File: src/sv/tgf_ram.sv
`timescale 1ns / 1ps
// tgf_ram: generic simple dual-port RAM, one write and one registered read.
// No dependencies.
module tgf_ram #(
    parameter int unsigned WIDTH = 8,
    parameter int unsigned DEPTH = 256
) (
    input  logic                     i_clk,
    input  logic                     i_we,
    input  logic [$clog2(DEPTH)-1:0] i_waddr,
    input  logic [WIDTH-1:0]         i_wdata,
    input  logic [$clog2(DEPTH)-1:0] i_raddr,
    output logic [WIDTH-1:0]         o_rdata
);

    logic [WIDTH-1:0] r_mem [DEPTH];
    logic [WIDTH-1:0] r_rdata;

    // write port and registered read port
    always_ff @(posedge i_clk) begin
        if (i_we) begin
            r_mem[i_waddr] <= i_wdata;
        end
        r_rdata <= r_mem[i_raddr];
    end

    assign o_rdata = r_rdata;

endmodule

File: config.mk
export PLATFORM = sky130hd
export DESIGN_NAME = tgf_ram
export DESIGN_NICKNAME = d
export VERILOG_FILES = /design/src/sv/tgf_ram.sv
export SDC_FILE = /design/constraint.sdc
export NUM_CORES = 2
export LEC_CHECK = 0
export BUFFER_PORTS_ARGS = -buffer_cell sky130_fd_sc_hd__buf_4
export CELL_PAD_IN_SITES_DETAIL_PLACEMENT = 1
export CELL_PAD_IN_SITES_GLOBAL_PLACEMENT = 2
export CORE_MARGIN = 2
export CORE_UTILIZATION = 40
export DETAILED_ROUTE_END_ITERATION = 10
export PLACE_DENSITY = 0.72
export SYNTH_ARGS = -nofsm -noshare
export SYNTH_HDL_FRONTEND = slang
export SYNTH_SLANG_ARGS = --single-unit
export TNS_END_PERCENT = 10
File: constraint.sdc
create_clock -name i_clk -period 4.6 [get_ports i_clk]
set_input_delay 0.46 -clock i_clk [delete_from_list [all_inputs] [get_ports i_clk]]
set_output_delay 0.46 -clock i_clk [all_outputs]
set_load 0.02 [all_outputs]
# After elaboration in Yosys (flattened, before gate mapping)
# Memories as Yosys holds them, arrays and structs flattened. A register that Yosys moved wholly into a read port is not among the register bits.
# Index checks and enable logic that the tools add are counted.
[op_classes]
n_addsub = 0
mul = 0
div = 0
order_cmp = 0
eq_ne = 0
n_shift = 0
muxes = 2
n_bitwise = 0
reduce_logical = 0
[op_table]
columns = ["operator", "count"]
rows = [
  ["two-way mux 1 bit", 2],
]
[totals]
register_bits = 0
latchBits = 0
ramBits = 2048
romBits = 0
in_bits = 26
out_inout_bits = 8
mem_count = 1
[mem_list]
columns = ["name", "words", "width", "rd", "rd_ports_with_merged_regs", "wr", "line", "source"]
rows = [
  ["r_mem", 256, 8, 1, 1, 1, "16", "logic [WIDTH-1:0] r_mem [DEPTH];"],
]

# Longest topological paths before layout
[depth]
depth_word = 2
depth_mapped = 11
ltp_nobuf = 6

# Worst setup path before layout
# Ideal clock, no wire load.
[synth_timing]
path_type = "input to register"
from = "input port i_raddr[0]"
to = "register r_rdata[2] (netlist: o_rdata[2]), read port of r_mem"
setup_time_ns = 0.131
arrival_time_ns = 2.267
required_time_ns = 4.469
path_slack_ns = 2.202
cell_stages = 9
cell_sequence = "buf_6 buf_12 buf_8 buf_2 mux4_2 a22oi_1 a21oi_1 nor4_1 nor4_2"
[synth_lines]
columns = ["item", "line", "source"]
rows = [
  ["start, declared", "12", "input logic [$clog2(DEPTH)-1:0] i_raddr,"],
  ["end, declared", "17", "logic [WIDTH-1:0] r_rdata;"],
]

==> out/summary.log <==
[routing] number of antenna-violating nets in the routed design 0
[power] overall power of the completed layout 39.18 mW
[setup_path] crit path DAT 4.01 ns
[synth] summed instance area of the synthesized netlist 79,560 um^2
[sta] setup TNS after final layout 0 ns
[placement] number of port buffers 33
[clock_tree] buffers inserted during post-CTS setup optimization 0
[synth] synthesis warning total 0
[synth] main area contributors after synthesis sky130_fd_sc_hd__edfxtp_1 77%, sky130_fd_sc_hd__mux4_2 13%, sky130_fd_sc_hd__mux2i_1 1.7%
[clock_tree] Num Clock Sinks 2,056
[die] die width 450.0 um
[routing] starting DRC count in detailed routing 4,175
[synth] most area-hungry cell type in the Yosys netlist sky130_fd_sc_hd__edfxtp_1
[clock_tree] master cell of the clock root buffer sky130_fd_sc_hd__clkbuf_16
[synth] share of the synthesized area in the top cell type 77.30%
[clock_tree] Clock Tree Buf Depth 3
[sta] final critical-path share of the clock period 71.50%
[routing] WL final 212,900 um
[sta] Setup WS post-layout 1.311 ns
[routing] router iterations before antenna repair 5
[setup_path] critical setup path kind input pin to register
[power] clock share of power 42.2%
[hold_path] Hold/Removal Path Class input pin to register
[sta] final critical path time including I/O delays and setup 3.289 ns
[grt] remaining global-route overflow 0
[synth] number of distinct library cell variants in the gate-level netlist after synthesis 55
[synth] count leader, synth sky130_fd_sc_hd__edfxtp_1
[die] die area 202,500 um^2
[die] die height 450.0 um
[clock_tree] deepest level of the CTS H-tree 4
[setup_path] worst setup path startpoint i_raddr[0]
[setup_path] crit end category register
[sta] final slew viol count 0
[layout] post-route cell area 90,110 um^2
[clock_tree] total CTS buffers 204
[job] number of max-cap violations 0
[sta] setup skew after layout 0.03995 ns
[placement] half-perimeter wire length after detailed placement 132,100 um
[grt] total global-route track usage 20.93%
[grt] initial antenna violation count 9
[layout] Final #Nets 3,950
[grt] number of global-route vias before repair 40,720
[synth] sequential-to-total area share from yosys stat 77.50%
[routing] via total after detailed routing 39,010
[power] proportion of power drawn by combinational gates 5.0%
[synth] Seq cells post-synth 2,056
[synth] Post-synth EDFFs 2,048
[synth] average cell area after synthesis 21.31 um^2
[sta] WHS 0.1185 ns
[clock_tree] Post-CTS Hold Buffers 0
[power] sequential group share of total power 52.8%
[synth] post-synthesis cell count 3,733
[sta] f_max 304.1 MHz
[grt] maximum number of pins on one net before global-route repair 138
[setup_path] Critical Path RT 5.32 ns
[routing] ratio of routed vias to standard cells 5.791
[placement] global placer's final weighted congestion 0.8367
[clock_tree] CTS-repair resized insts 0
[setup_path] Max Fanout on Critical Path 48
[power] cell-internal power 30.63 mW
[status] result of the run finished clean
[setup_path] worst r2r src r_mem[101][4]
[power] net load switching power 8.550 mW
[sta] slew at the pin closest to its max-slew limit 1.203 ns
[power] Static Leakage 27.68 nW
[placement] post-placement cell area 83,490 um^2
[die] floorplan row count 163
[synth] asr flop ratio synth 0%
[sta] number of endpoints with negative hold slack in the final report 0
[power] worst-case vdd ir drop 336.9 uV
[die] Starting Density 40.30%
[layout] Filler Cell Count 18,140
[layout] area growth from synthesis to layout 13.26%
[sta] endpoints failing setup 0
[sta] Slew HR 19.59%
[power] Sw Ratio 21.82%
[synth] dominant synthesized flop cell sky130_fd_sc_hd__edfxtp_1
[clock_tree] CTS clock-pin slew for the worst setup and hold paths 0.06 ns
[clock_tree] clock tree from TritonCTS done
[layout] layout cells sized above 1 24.27%
[routing] routed len/inst 31.61 um
[placement] post-placement setup slack 0.4456 ns
[synth] Commonest cells post-synth 2,048 x sky130_fd_sc_hd__edfxtp_1, 454 x sky130_fd_sc_hd__mux4_2, 282 x sky130_fd_sc_hd__nor2_1
[sta] setup repair after global routing missed its margin no
[clock_tree] clock insertion delay at the later pin of the skew report 0.87 ns
[power] ratio of total power to cell area 434.9 nW/um^2
[die] Top-Level Pins 34
[die] Placeable Area 197,400 um^2
[hold_path] hold path startpoint i_wdata[1]
[grt] first-pass GRT wire length 305,400 um
[setup_path] nature of the critical path startpoint input pin
[synth] synthesized net count 3,759
[routing] total DRC errors in the routed layout 0
[final timing paths]
| kind | depth (start not counted) | end | slack (ns) |
|---|---|---|---|
| worst max-delay path | 10 | o_rdata[5] | 1.31 |
| worst min-delay path | 1 | r_mem[81][1] | 0.12 |
| worst max register to register | 6 | o_rdata[4] | 1.61 |
| worst min register to register | 5 | o_rdata[3] | 1.13 |
[logic make-up after synthesis]
kind of cell,Yosys count,share of synthesized area (%)
compound gates,385,3.419
simple gates,466,2.628
mux,591,14.62
flops,2056,77.50
buf+inv,235,1.831
[registers in the layout, indices dropped and copies added, names as in the netlist]
name	count
r_mem	2048
o_rdata	8
[critical path, cell delays in order]
cell and delay [ns]:
sky130_fd_sc_hd__buf_8 0.38, sky130_fd_sc_hd__buf_4 0.31, sky130_fd_sc_hd__buf_12 0.37, sky130_fd_sc_hd__mux4_2 0.54, sky130_fd_sc_hd__nand2b_1 0.15, sky130_fd_sc_hd__a311oi_1 0.65
sky130_fd_sc_hd__o221ai_1 0.26, sky130_fd_sc_hd__a211oi_1 0.50, sky130_fd_sc_hd__buf_4 0.22, sky130_fd_sc_hd__nor4_1 0.05
[power by group through the flow]
stage | registers [mW] | logic (mW) | clock network, mW
finish | 20.7 | 1.96 | 16.5
floorplan | 21.1 | 1.00 | 0
detailed placement | 21.1 | 1.97 | 0
global route | 20.7 | 2.06 | 17.5
global placement | 21.1 | 1.94 | 0
CTS | 20.7 | 1.98 | 16.8
[layout by cell type (no fill, tap or decap), drive strengths merged, types with 11 or more instances in the layout]
| master | n |
|---|---|
| a221oi | 14 |
| mux4 | 456 |
| mux2i | 134 |
| nand2 | 33 |
| inv | 11 |
| o221ai | 47 |
| edfxtp | 2048 |
| buf | 217 |
| a211oi | 16 |
| clkbuf | 251 |
| a22oi | 133 |
| o22ai | 28 |
| o21ai | 12 |
| clkinvlp | 11 |
| nor3 | 22 |
| clkinv | 85 |
| nor2b | 31 |
| nand3 | 34 |
| a21oi | 96 |
| nor4 | 27 |
| bufinv | 18 |
| nor2 | 282 |
[layer usage]
metal / track usage, % / wire length, um / vias to the layer above
li1: - / - / 16090
met1: 29.25 / 88940 / 21200
met2: 34.07 / 104900 / 1412
met3: 3.226 / 13320 / 300
met4: 6.240 / 5752 / 2
met5: 0 / 13 / -
[metrics by stage]
stage          instances  utilization (%)
3_3_place_gp        6357            42.28
6_report            6736            45.64
5_1_grt             6734            45.64
3_5_place_dp        6358            42.29
2_1_floorplan       3733                -
4_1_cts             6731            45.64
[final cells by class]
class / instances / area (um^2) / area share [%]
flip-flops and latches: 2056 / 61660 / 68.43
multi-input cells: 1442 / 16510 / 18.32
clock buffers: 250 / 5339 / 5.925
well taps: 2640 / 3303 / 3.666
repair buffers: 218 / 2011 / 2.231
clock inverters: 123 / 1270 / 1.409
diodes: 5 / 12.51 / 0.01389
inverters: 2 / 7.507 / 0.008331
(Power assumes the default switching activity.)
