File: config.mk
export PLATFORM = sky130hd
export DESIGN_NAME = tgf_out_flat
export DESIGN_NICKNAME = d
export VERILOG_FILES = /design/src/sv/tgf_pkg.sv /design/src/sv/tgf_if.sv /design/src/sv/tgf_out.sv /design/src/flat_wrapper.sv
export SDC_FILE = /design/constraint.sdc
export NUM_CORES = 1
export LEC_CHECK = 0
export BUFFER_PORTS_ARGS = -buffer_cell sky130_fd_sc_hd__buf_4
export CORE_AREA = 4 4 41 43
export CTS_CLUSTER_DIAMETER = 50
export DETAILED_ROUTE_END_ITERATION = 6
export DIE_AREA = 0 0 45 47
export GPL_TIMING_DRIVEN = 0
export MAX_ROUTING_LAYER = met4
export SLEW_MARGIN = 10
export SYNTH_ARGS = -nofsm -noshare
export SYNTH_HDL_FRONTEND = slang
export SYNTH_SLANG_ARGS = --single-unit
export TNS_END_PERCENT = 50
File: constraint.sdc
create_clock -name i_clk -period 2.1 [get_ports i_clk]
set_input_delay 0.63 -clock i_clk [delete_from_list [all_inputs] [get_ports i_clk]]
set_output_delay 0.63 -clock i_clk [all_outputs]
set_load 0.02 [all_outputs]
File: src/sv/tgf_pkg.sv
`timescale 1ns / 1ps
// tgf_pkg: shared types, codes and defaults for the team queue.
// No dependencies; used by the interfaces, the output stage and the top level.
package tgf_pkg;

    // default sizes
    localparam int unsigned PERSONS_DEF = 1024;
    localparam int unsigned TEAMS_DEF   = 256;
    localparam int unsigned POOL_DEF    = 1024;

    // word field widths
    localparam int unsigned KIND_W   = 2;
    localparam int unsigned PERSON_W = 10;
    localparam int unsigned TEAM_W   = 8;
    localparam int unsigned STATUS_W = 2;

    // operation codes
    typedef enum logic [KIND_W-1:0] {
        K_ASSIGN = 2'd0,
        K_ENQ    = 2'd1,
        K_DEQ    = 2'd2
    } t_kind;

    // result status codes
    typedef enum logic [STATUS_W-1:0] {
        ST_OK    = 2'd0,
        ST_EMPTY = 2'd1,
        ST_FULL  = 2'd2
    } t_status;

    typedef struct packed {
        logic [PERSON_W-1:0] person_out;
        t_status             status;
    } t_result;

    // Reduce a 10-bit value modulo a constant: compare-subtract ladder,
    // one step per power of two of the modulus that still fits.
    function automatic logic [PERSON_W-1:0] reduce(input logic [PERSON_W-1:0] v,
                                                   input int unsigned m);
        logic [31:0] r;
        logic [31:0] s;
        r = 32'(v);
        for (int k = PERSON_W - 1; k >= 0; k--) begin
            s = 32'(m) << k;
            if ((s < (32'd1 << PERSON_W)) && (r >= s)) begin
                r = r - s;
            end
        end
        return r[PERSON_W-1:0];
    endfunction

endpackage

File: src/sv/tgf_if.sv


interface tgf_out_if;
    logic                          valid;
    logic                          ready;
    logic [tgf_pkg::PERSON_W-1:0]  person_out;
    logic [tgf_pkg::STATUS_W-1:0]  status;

    modport source(output valid, person_out, status, input ready);
    modport sink(input valid, person_out, status, output ready);
endinterface

File: src/sv/tgf_out.sv
`timescale 1ns / 1ps
// tgf_out: output register of the team queue, fed from a one-word pending slot.
// Depends on tgf_pkg and tgf_out_if.
module tgf_out (
    input  logic             i_clk,
    input  logic             i_rst_n,
    input  logic             i_pend_v,
    input  tgf_pkg::t_result i_pend,
    output logic             o_take,
    tgf_out_if.source        o_out
);

    logic             r_valid;
    tgf_pkg::t_result r_data;

    // pending word moves whenever the register is empty or being drained
    assign o_take = i_pend_v && (!r_valid || o_out.ready);

    always_ff @(posedge i_clk) begin
        if (!i_rst_n) begin
            r_valid <= 1'b0;
        end else if (!r_valid || o_out.ready) begin
            r_valid <= i_pend_v;
        end
    end

    always_ff @(posedge i_clk) begin
        if (o_take) begin
            r_data <= i_pend;
        end
    end

    assign o_out.valid      = r_valid;
    assign o_out.person_out = r_data.person_out;
    assign o_out.status     = r_data.status;

endmodule

File: src/flat_wrapper.sv
// flat-port wrapper written by rule: the top's interface ports become plain ports
module tgf_out_flat 
  (i_clk, i_rst_n, i_pend_v, i_pend, o_take, o_out_valid, o_out_person_out, o_out_status, o_out_ready);
  tgf_out_if o_out_i ();
  input  logic i_clk;
  input  logic i_rst_n;
  input  logic i_pend_v;
  input  tgf_pkg::t_result i_pend;
  output logic o_take;
  output wire logic [$bits(o_out_i.valid)-1:0] o_out_valid;
  output wire logic [$bits(o_out_i.person_out)-1:0] o_out_person_out;
  output wire logic [$bits(o_out_i.status)-1:0] o_out_status;
  input wire logic [$bits(o_out_i.ready)-1:0] o_out_ready;
  assign o_out_valid = o_out_i.valid;
  assign o_out_person_out = o_out_i.person_out;
  assign o_out_status = o_out_i.status;
  assign o_out_i.ready = o_out_ready;
  tgf_out u_core (.i_clk(i_clk), .i_rst_n(i_rst_n), .i_pend_v(i_pend_v), .i_pend(i_pend), .o_take(o_take), .o_out(o_out_i));
endmodule
# --- Word level (Yosys, flattened, before mapping) ---
# Index checks and enable logic that the tools add are counted.
word_totals:
  regBits: 13
  latchBits: 0
  mem_bits_rw: 0
  mem_bits_ro: 0
  in_bits: 16
  output_inout_bits: 14
  word_cells: 6
  mem_count: 0
classes:
  addsub: 0
  multipliers: 0
  div: 0
  n_lt_le_gt_ge: 0
  eq_ne: 0
  shift: 0
  muxes: 0
  bitwise: 0
  reduce_logical: 3
ops:
  columns: ["op", "count"]
  rows:
  - ["$logic_and A1 B1 Y1", 1]
  - ["$logic_not A1 Y1", 1]
  - ["$logic_or A1 B1 Y1", 1]

# --- Logic depth before layout (Yosys ltp) ---
# Gate-level depths: netlist of run 1.
logic_depth:
  depth_word: 3
  depth_mapped: 2
  ltp_nobuf: 2

# --- Worst setup path before layout of run 1 ---
# OpenSTA, ideal clock, no wires.
synth_path:
  kind: "in2out"
  startpoint: "in o_out_ready"
  endpoint: "out o_take"
  t_arrival_ns: 1.484
  required_ns: 1.470
  path_slack_ns: -0.014
  path_stages: 2
  path_buffers: 0
  cell_sequence: "nor2b_4 -> nor2b_1"
synth_via:
  elab_chain_len: 2
synth_lines:
  columns: ["item", "line", "source"]
  rows:
  - ["start, declared", "flat_wrapper.sv:13", "input wire logic [$bits(o_out_i.ready)-1:0] o_out_ready;"]
  - ["$logic_or A1 B1 Y1", "tgf_out.sv:17", "assign o_take = i_pend_v && (!r_valid || o_out.ready);"]
  - ["$logic_and A1 B1 Y1", "tgf_out.sv:17", null]
  - ["end, declared", "flat_wrapper.sv:9", "output logic o_take;"]
# Every way passes these cells.

# --- Final worst setup path of run 1 ---
# Same ends and word-level chain as after synthesis.

==> results of run 1 <==
==> cell families after synthesis <==
group	share of synthesized area [%]
DFF	93.3
and+or+nand+nor	4.91
AOI/OAI and AO/OA	1.84
==> worst paths after layout <==
kind	start	cells after the start	slack, ns	to
hold / removal	i_pend[8]	1	0.54	u_core.o_out.person_out[6]
setup / recovery	o_out_ready	4	0.17	o_take
setup reg to reg	u_core.o_out.valid	2	1.01	u_core.o_out.status[0]
hold reg to reg	u_core.o_out.valid	2	0.64	u_core.o_out.valid
==> cells in the mapped netlist <==
master	n	area share [%]
edfxtp_1	12	88
nor2b_4	1	3.4
o21a_1	1	1.8
nor2b_1	1	1.5
dfxtp_1	1	4.9
==> worst max-delay path, stage by stage <==
cell and delay (ns):
buf_4 0.09, nor2b_4 0.04, nor2b_4 0.32, buf_4 0.21
==> state kept, by name, indices dropped and copies added (netlist names) <==
register and flops:
u_core.o_out.valid 1, u_core.o_out.person_out 10, u_core.o_out.status 2
==> per-stage QoR <==
stage	cells	power, W	instance area [µm²]	setup TNS (ns)	setup WS (ns)
4_1_cts	64	0.000539	678	0	0.159
2_1_floorplan	16	0.000340	410	0	0.302
6_report	64	0.000528	678	0	0.174
3_5_place_dp	60	0.000388	647	-0.0682	-0.0682
5_1_grt	64	0.000551	678	0	0.123
3_3_place_gp	60	0.000385	647	0	0.00385
==> metal layers <==
layer,global-route usage [%],vias up
met5,-,-
met1,6.71,121
met3,2.30,0
met4,3.51,0
li1,-,126
met2,16.1,19
==> cell type report <==
cell class,count,area [µm²],area share (%)
flip-flops and latches,13,380,56.1
repair buffers,29,218,32.1
multi-input cells,3,35.0,5.17
clock buffers,4,26.3,3.87
well taps,15,18.8,2.77
==> report_power, final <==
group / internal (W) / switching [W]
clock network: 0.0000733 / 0.0000729
logic: 0.0000401 / 0.0000371
registers: 0.000300 / 0.00000404
==> timing repair <==
item	4_1_cts	5_1_grt
buffers inserted	0	0
endpoints found under the hold margin	0	0
setup endpoints to repair	1	0
resized for setup	1	0
==> cell usage in the layout, fill, tap and decap left out <==
cell      instances
buf_4            29
clkbuf_1          1
clkbuf_4          3
o21a_1            1
edfxtp_1         12
dfxtp_1           1
nor2b_4           2
==> results.json, run 1 <==
{
  "cell_pwr_density_mw_per_mm2": 778,
  "rsz0062_at_grt": "no",
  "total_leakage_power_nw": 0.295,
  "mappedNetlistNets": 32,
  "clock_tree_from_tritoncts": "yes",
  "top_signal_layer_used": "met3",
  "grt_overflow": 0,
  "post_route_hold_slack_ns": 0.537,
  "postSynthAreaPerCell_um2": 25.5,
  "gp_congestion": 0.624,
  "htree_num_levels": 1,
  "die-width_um": 45,
  "status": "complete, no violations",
  "worstPathMaxFanout": 13,
  "globalRouteTotalUtil_pct": 8.06,
  "vias_per_cell": 4.16,
  "detail_route.wl_per_cell_um": 13.2,
  "clock_path_buffers": 2,
  "num_vias": 266,
  "synth_sequential_area_ratio_pct": 93.3,
  "insertion_delay_ns": 0.26,
  "cp.arrival_ns": 1.30,
  "route.final.wire_length_um": 846,
  "slew_viol_final": 0,
  "worst_vdd_drop_v": 0.000371,
  "initial_utilization_pct": 31.3,
  "synthesis.instances": 16,
  "utilization_of_the_core_after_routing_pct": 52.1,
  "synthesis.area_um2": 408,
  "ios": 30,
  "postRouteAntennaNets": 0,
  "die-area_mm2": 0.00212,
  "antenna_cells": 0,
  "antenna_found_initial": 0,
  "port_buffers": 29,
  "route.met3.wl_um": 115,
  "chipHeight_um": 47,
  "timing.final.crit_period_ns": 1.93,
  "finalSetupViolations": 0,
  "wl_met1_um": 243,
  "final_net_count": 66,
  "finClkSkew_ns": 0.00329,
  "syn_to_final_growth_pct": 66.3,
  "worstMarginPinSlew_ns": 0.362,
  "detail_route.first_pass.iterations": 2,
  "hold_buffers": 0,
  "ys_seq_elements": 13,
  "drcViolationCount": 0,
  "grt_first_pass_wirelength_mm": 1.13,
  "worst_ep_required_time_ns": 1.47,
  "endpoint_kind": "output port",
  "cts.clk_slew.worst_paths_ns": 0.08,
  "root_buffer_master": "clkbuf_4",
  "core_area_mm2": 0.00130,
  "fillCellCount": 121,
  "tritoncts_num_sinks": 13,
  "cap_viol_max_count": 0,
  "grt_max_degree": 14,
  "post_route_cells_drive_above_1_share_pct": 69.4,
  "starting_drt_drc_count": 2,
  "achievable-frequency_mhz": 519,
  "critPathLaunchType": "primary input",
  "placement_rows": 13,
  "synth.yosys.warnings": 0,
  "maxSlewHeadroom_pct": 75.8,
  "numCtsBuffers": 3,
  "worst-setup-path-type": "primary input to output port",
  "first_global_vias": 280,
  "hold_path_class": "primary input to flop",
  "layout_worst_path_cycle_share_pct": 91.7,
  "finalHoldViolations": 0,
  "synth_cell_types": 5,
  "route.met2.wl_um": 487
}
Power figures use the tool's default switching activity.
==> inputs of run 2 (changes only) <==
Settings changed: CELL_PAD_IN_SITES_DETAIL_PLACEMENT from default to 1, CELL_PAD_IN_SITES_GLOBAL_PLACEMENT from default to 2, CORE_AREA 4 4 41 43 to default, CORE_MARGIN from default to 4, CORE_UTILIZATION from default to 23, DIE_AREA 0 0 45 47 to default, PLACE_DENSITY_LB_ADDON from default to 0.1.
==> run 2 against run 1 <==
- register-to-register slack about the same
- final cell count up 14%
- clock power up 3%
- total power up 0.55%
- worst setup slack worse by 0.0025 ns
- die area up 19%
- flip-flop and latch count unchanged
- design area up 1.7%
- combinational power down 0.6%
- fmax down 0.13%
- sequential share of layout area down 0.92 points
- via count up 2.6%
- critical path type unchanged
- largest power group unchanged
==> results.json, run 2 (synthesis gave the netlist of run 1 again) <==
{
  "status": "complete, no violations",
  "cell_pwr_density_mw_per_mm2": 770,
  "finalHoldViolations": 0,
  "postRouteAntennaNets": 0,
  "slew_viol_final": 0,
  "most_frequent_standard_cell_in_the_layout_excluding_fill_and_tap_cells": "buf_4",
  "hold_path_class": "primary input to flop",
  "root_buffer_master": "clkbuf_4",
  "final_layout_setup_total_negative_slack_ns": 0,
  "first_global_vias": 321,
  "endpoint_kind": "output port",
  "worst_ep_required_time_ns": 1.47,
  "finalSetupViolations": 0,
  "gp_congestion": 0.567,
  "port_buffers": 29,
  "detail_route.first_pass.iterations": 1,
  "timing.final.crit_period_ns": 1.93,
  "grt_overflow": 0,
  "die-width_um": 50.1,
  "post_route_hold_slack_ns": 0.537,
  "core_area_mm2": 0.00159,
  "detail_route.wl_per_cell_um": 12.0,
  "vias_per_cell": 3.74,
  "layout_worst_path_cycle_share_pct": 91.8,
  "chipHeight_um": 50.1,
  "layout_common_cells": "buf_4, edfxtp_1, clkbuf_4, nor2b_4",
  "final_net_count": 66,
  "post_route_cells_drive_above_1_share_pct": 69.4,
  "worst-setup-path-type": "primary input to output port",
  "route.final.wire_length_um": 875,
  "insertion_delay_ns": 0.26,
  "clock_path_buffers": 2,
  "total_power_w": 0.000531,
  "placement_rows": 14,
  "htree_num_levels": 1,
  "globalRouteTotalUtil_pct": 7.51,
  "total_leakage_power_nw": 0.295,
  "num_vias": 273,
  "grt_max_degree": 14,
  "tritoncts_num_sinks": 13,
  "worst_vdd_drop_v": 0.000308,
  "cap_viol_max_count": 0,
  "syn_to_final_growth_pct": 69.0,
  "worstPathMaxFanout": 13,
  "antenna_found_initial": 0,
  "worstMarginPinSlew_ns": 0.362,
  "clock_tree_from_tritoncts": "yes",
  "die-area_mm2": 0.00251,
  "critPathLaunchType": "primary input",
  "starting_drt_drc_count": 0,
  "finClkSkew_ns": 0.00284,
  "drcViolationCount": 0,
  "slowest_stage": "nor2b_4",
  "initial_utilization_pct": 25.6,
  "cp.arrival_ns": 1.30,
  "grt_first_pass_wirelength_mm": 1.36,
  "numCtsBuffers": 3,
  "rsz0062_at_grt": "no",
  "crit_path_cell_trace": "buf_4 -> nor2b_4 -> nor2b_4 -> buf_4",
  "maxSlewHeadroom_pct": 75.8,
  "cts_setup_buffers": 0,
  "largest_register_ffs": 10,
  "achievable-frequency_mhz": 519,
  "reg2reg_setup_slack_ns": 1.00,
  "antenna_cells": 0,
  "fillCellCount": 174,
  "cts.clk_slew.worst_paths_ns": 0.08,
  "ios": 30,
  "critical_path.max_stage_delay_ns": 0.32
}
run 2: cell type report:
| cell class | count | area [µm²] | area share (%) |
|---|---|---|---|
| Tap cell | 24 | 30.0 | 4.36 |
| Clock buffer | 4 | 26.3 | 3.81 |
| Multi-Input combinational cell | 3 | 35.0 | 5.08 |
| Sequential cell | 13 | 380 | 55.2 |
| Timing Repair Buffer | 29 | 218 | 31.6 |
run 2: power breakdown:
part / leakage [nW] / switching, W / internal, W
Sequential: 0.124 / 0.00000404 / 0.000300
Clock: 0.0150 / 0.0000763 / 0.0000733
Combinational: 0.155 / 0.0000367 / 0.0000401
run 2: worst paths after layout:
kind	from	end	cells past startpoint
min	i_pend[5]	u_core.o_out.person_out[3]	1
max reg2reg	u_core.o_out.valid	u_core.o_out.person_out[1]	2
max	o_out_ready	o_take	4
min reg2reg	u_core.o_out.valid	u_core.o_out.valid	2
run 2: timing repair:
item / CTS / global route
gates resized for setup: 1 / 0
endpoints found under the setup margin: 1 / 0
hold buffers: 0 / 0
run 2: per-stage QoR:
step,instance area [µm²],setup slack (ns),utilization [%],cells
floorplan,410,0.302,-,16
global placement,658,-0.0121,41.3,69
detailed placement,658,-0.0887,41.3,69
CTS,689,0.147,43.2,73
global route,689,0.102,43.2,73
finish,689,0.172,43.2,73
run 2: worst max-delay path, delay by kind of cell:
kind,cells,cell delay [ns]
buf+inv,2,0.31
simple gates,2,0.36
run 2: metal layers:
| layer | part of all wire, % | vias up | GRT usage, % |
|---|---|---|---|
| met3 | 9.6 | 0 | 3.31 |
| li1 | - | 126 | - |
| met5 | 0 | - | - |
| met1 | 31 | 131 | 5.23 |
| met4 | 0 | 0 | 4.15 |
| met2 | 60 | 16 | 14.8 |
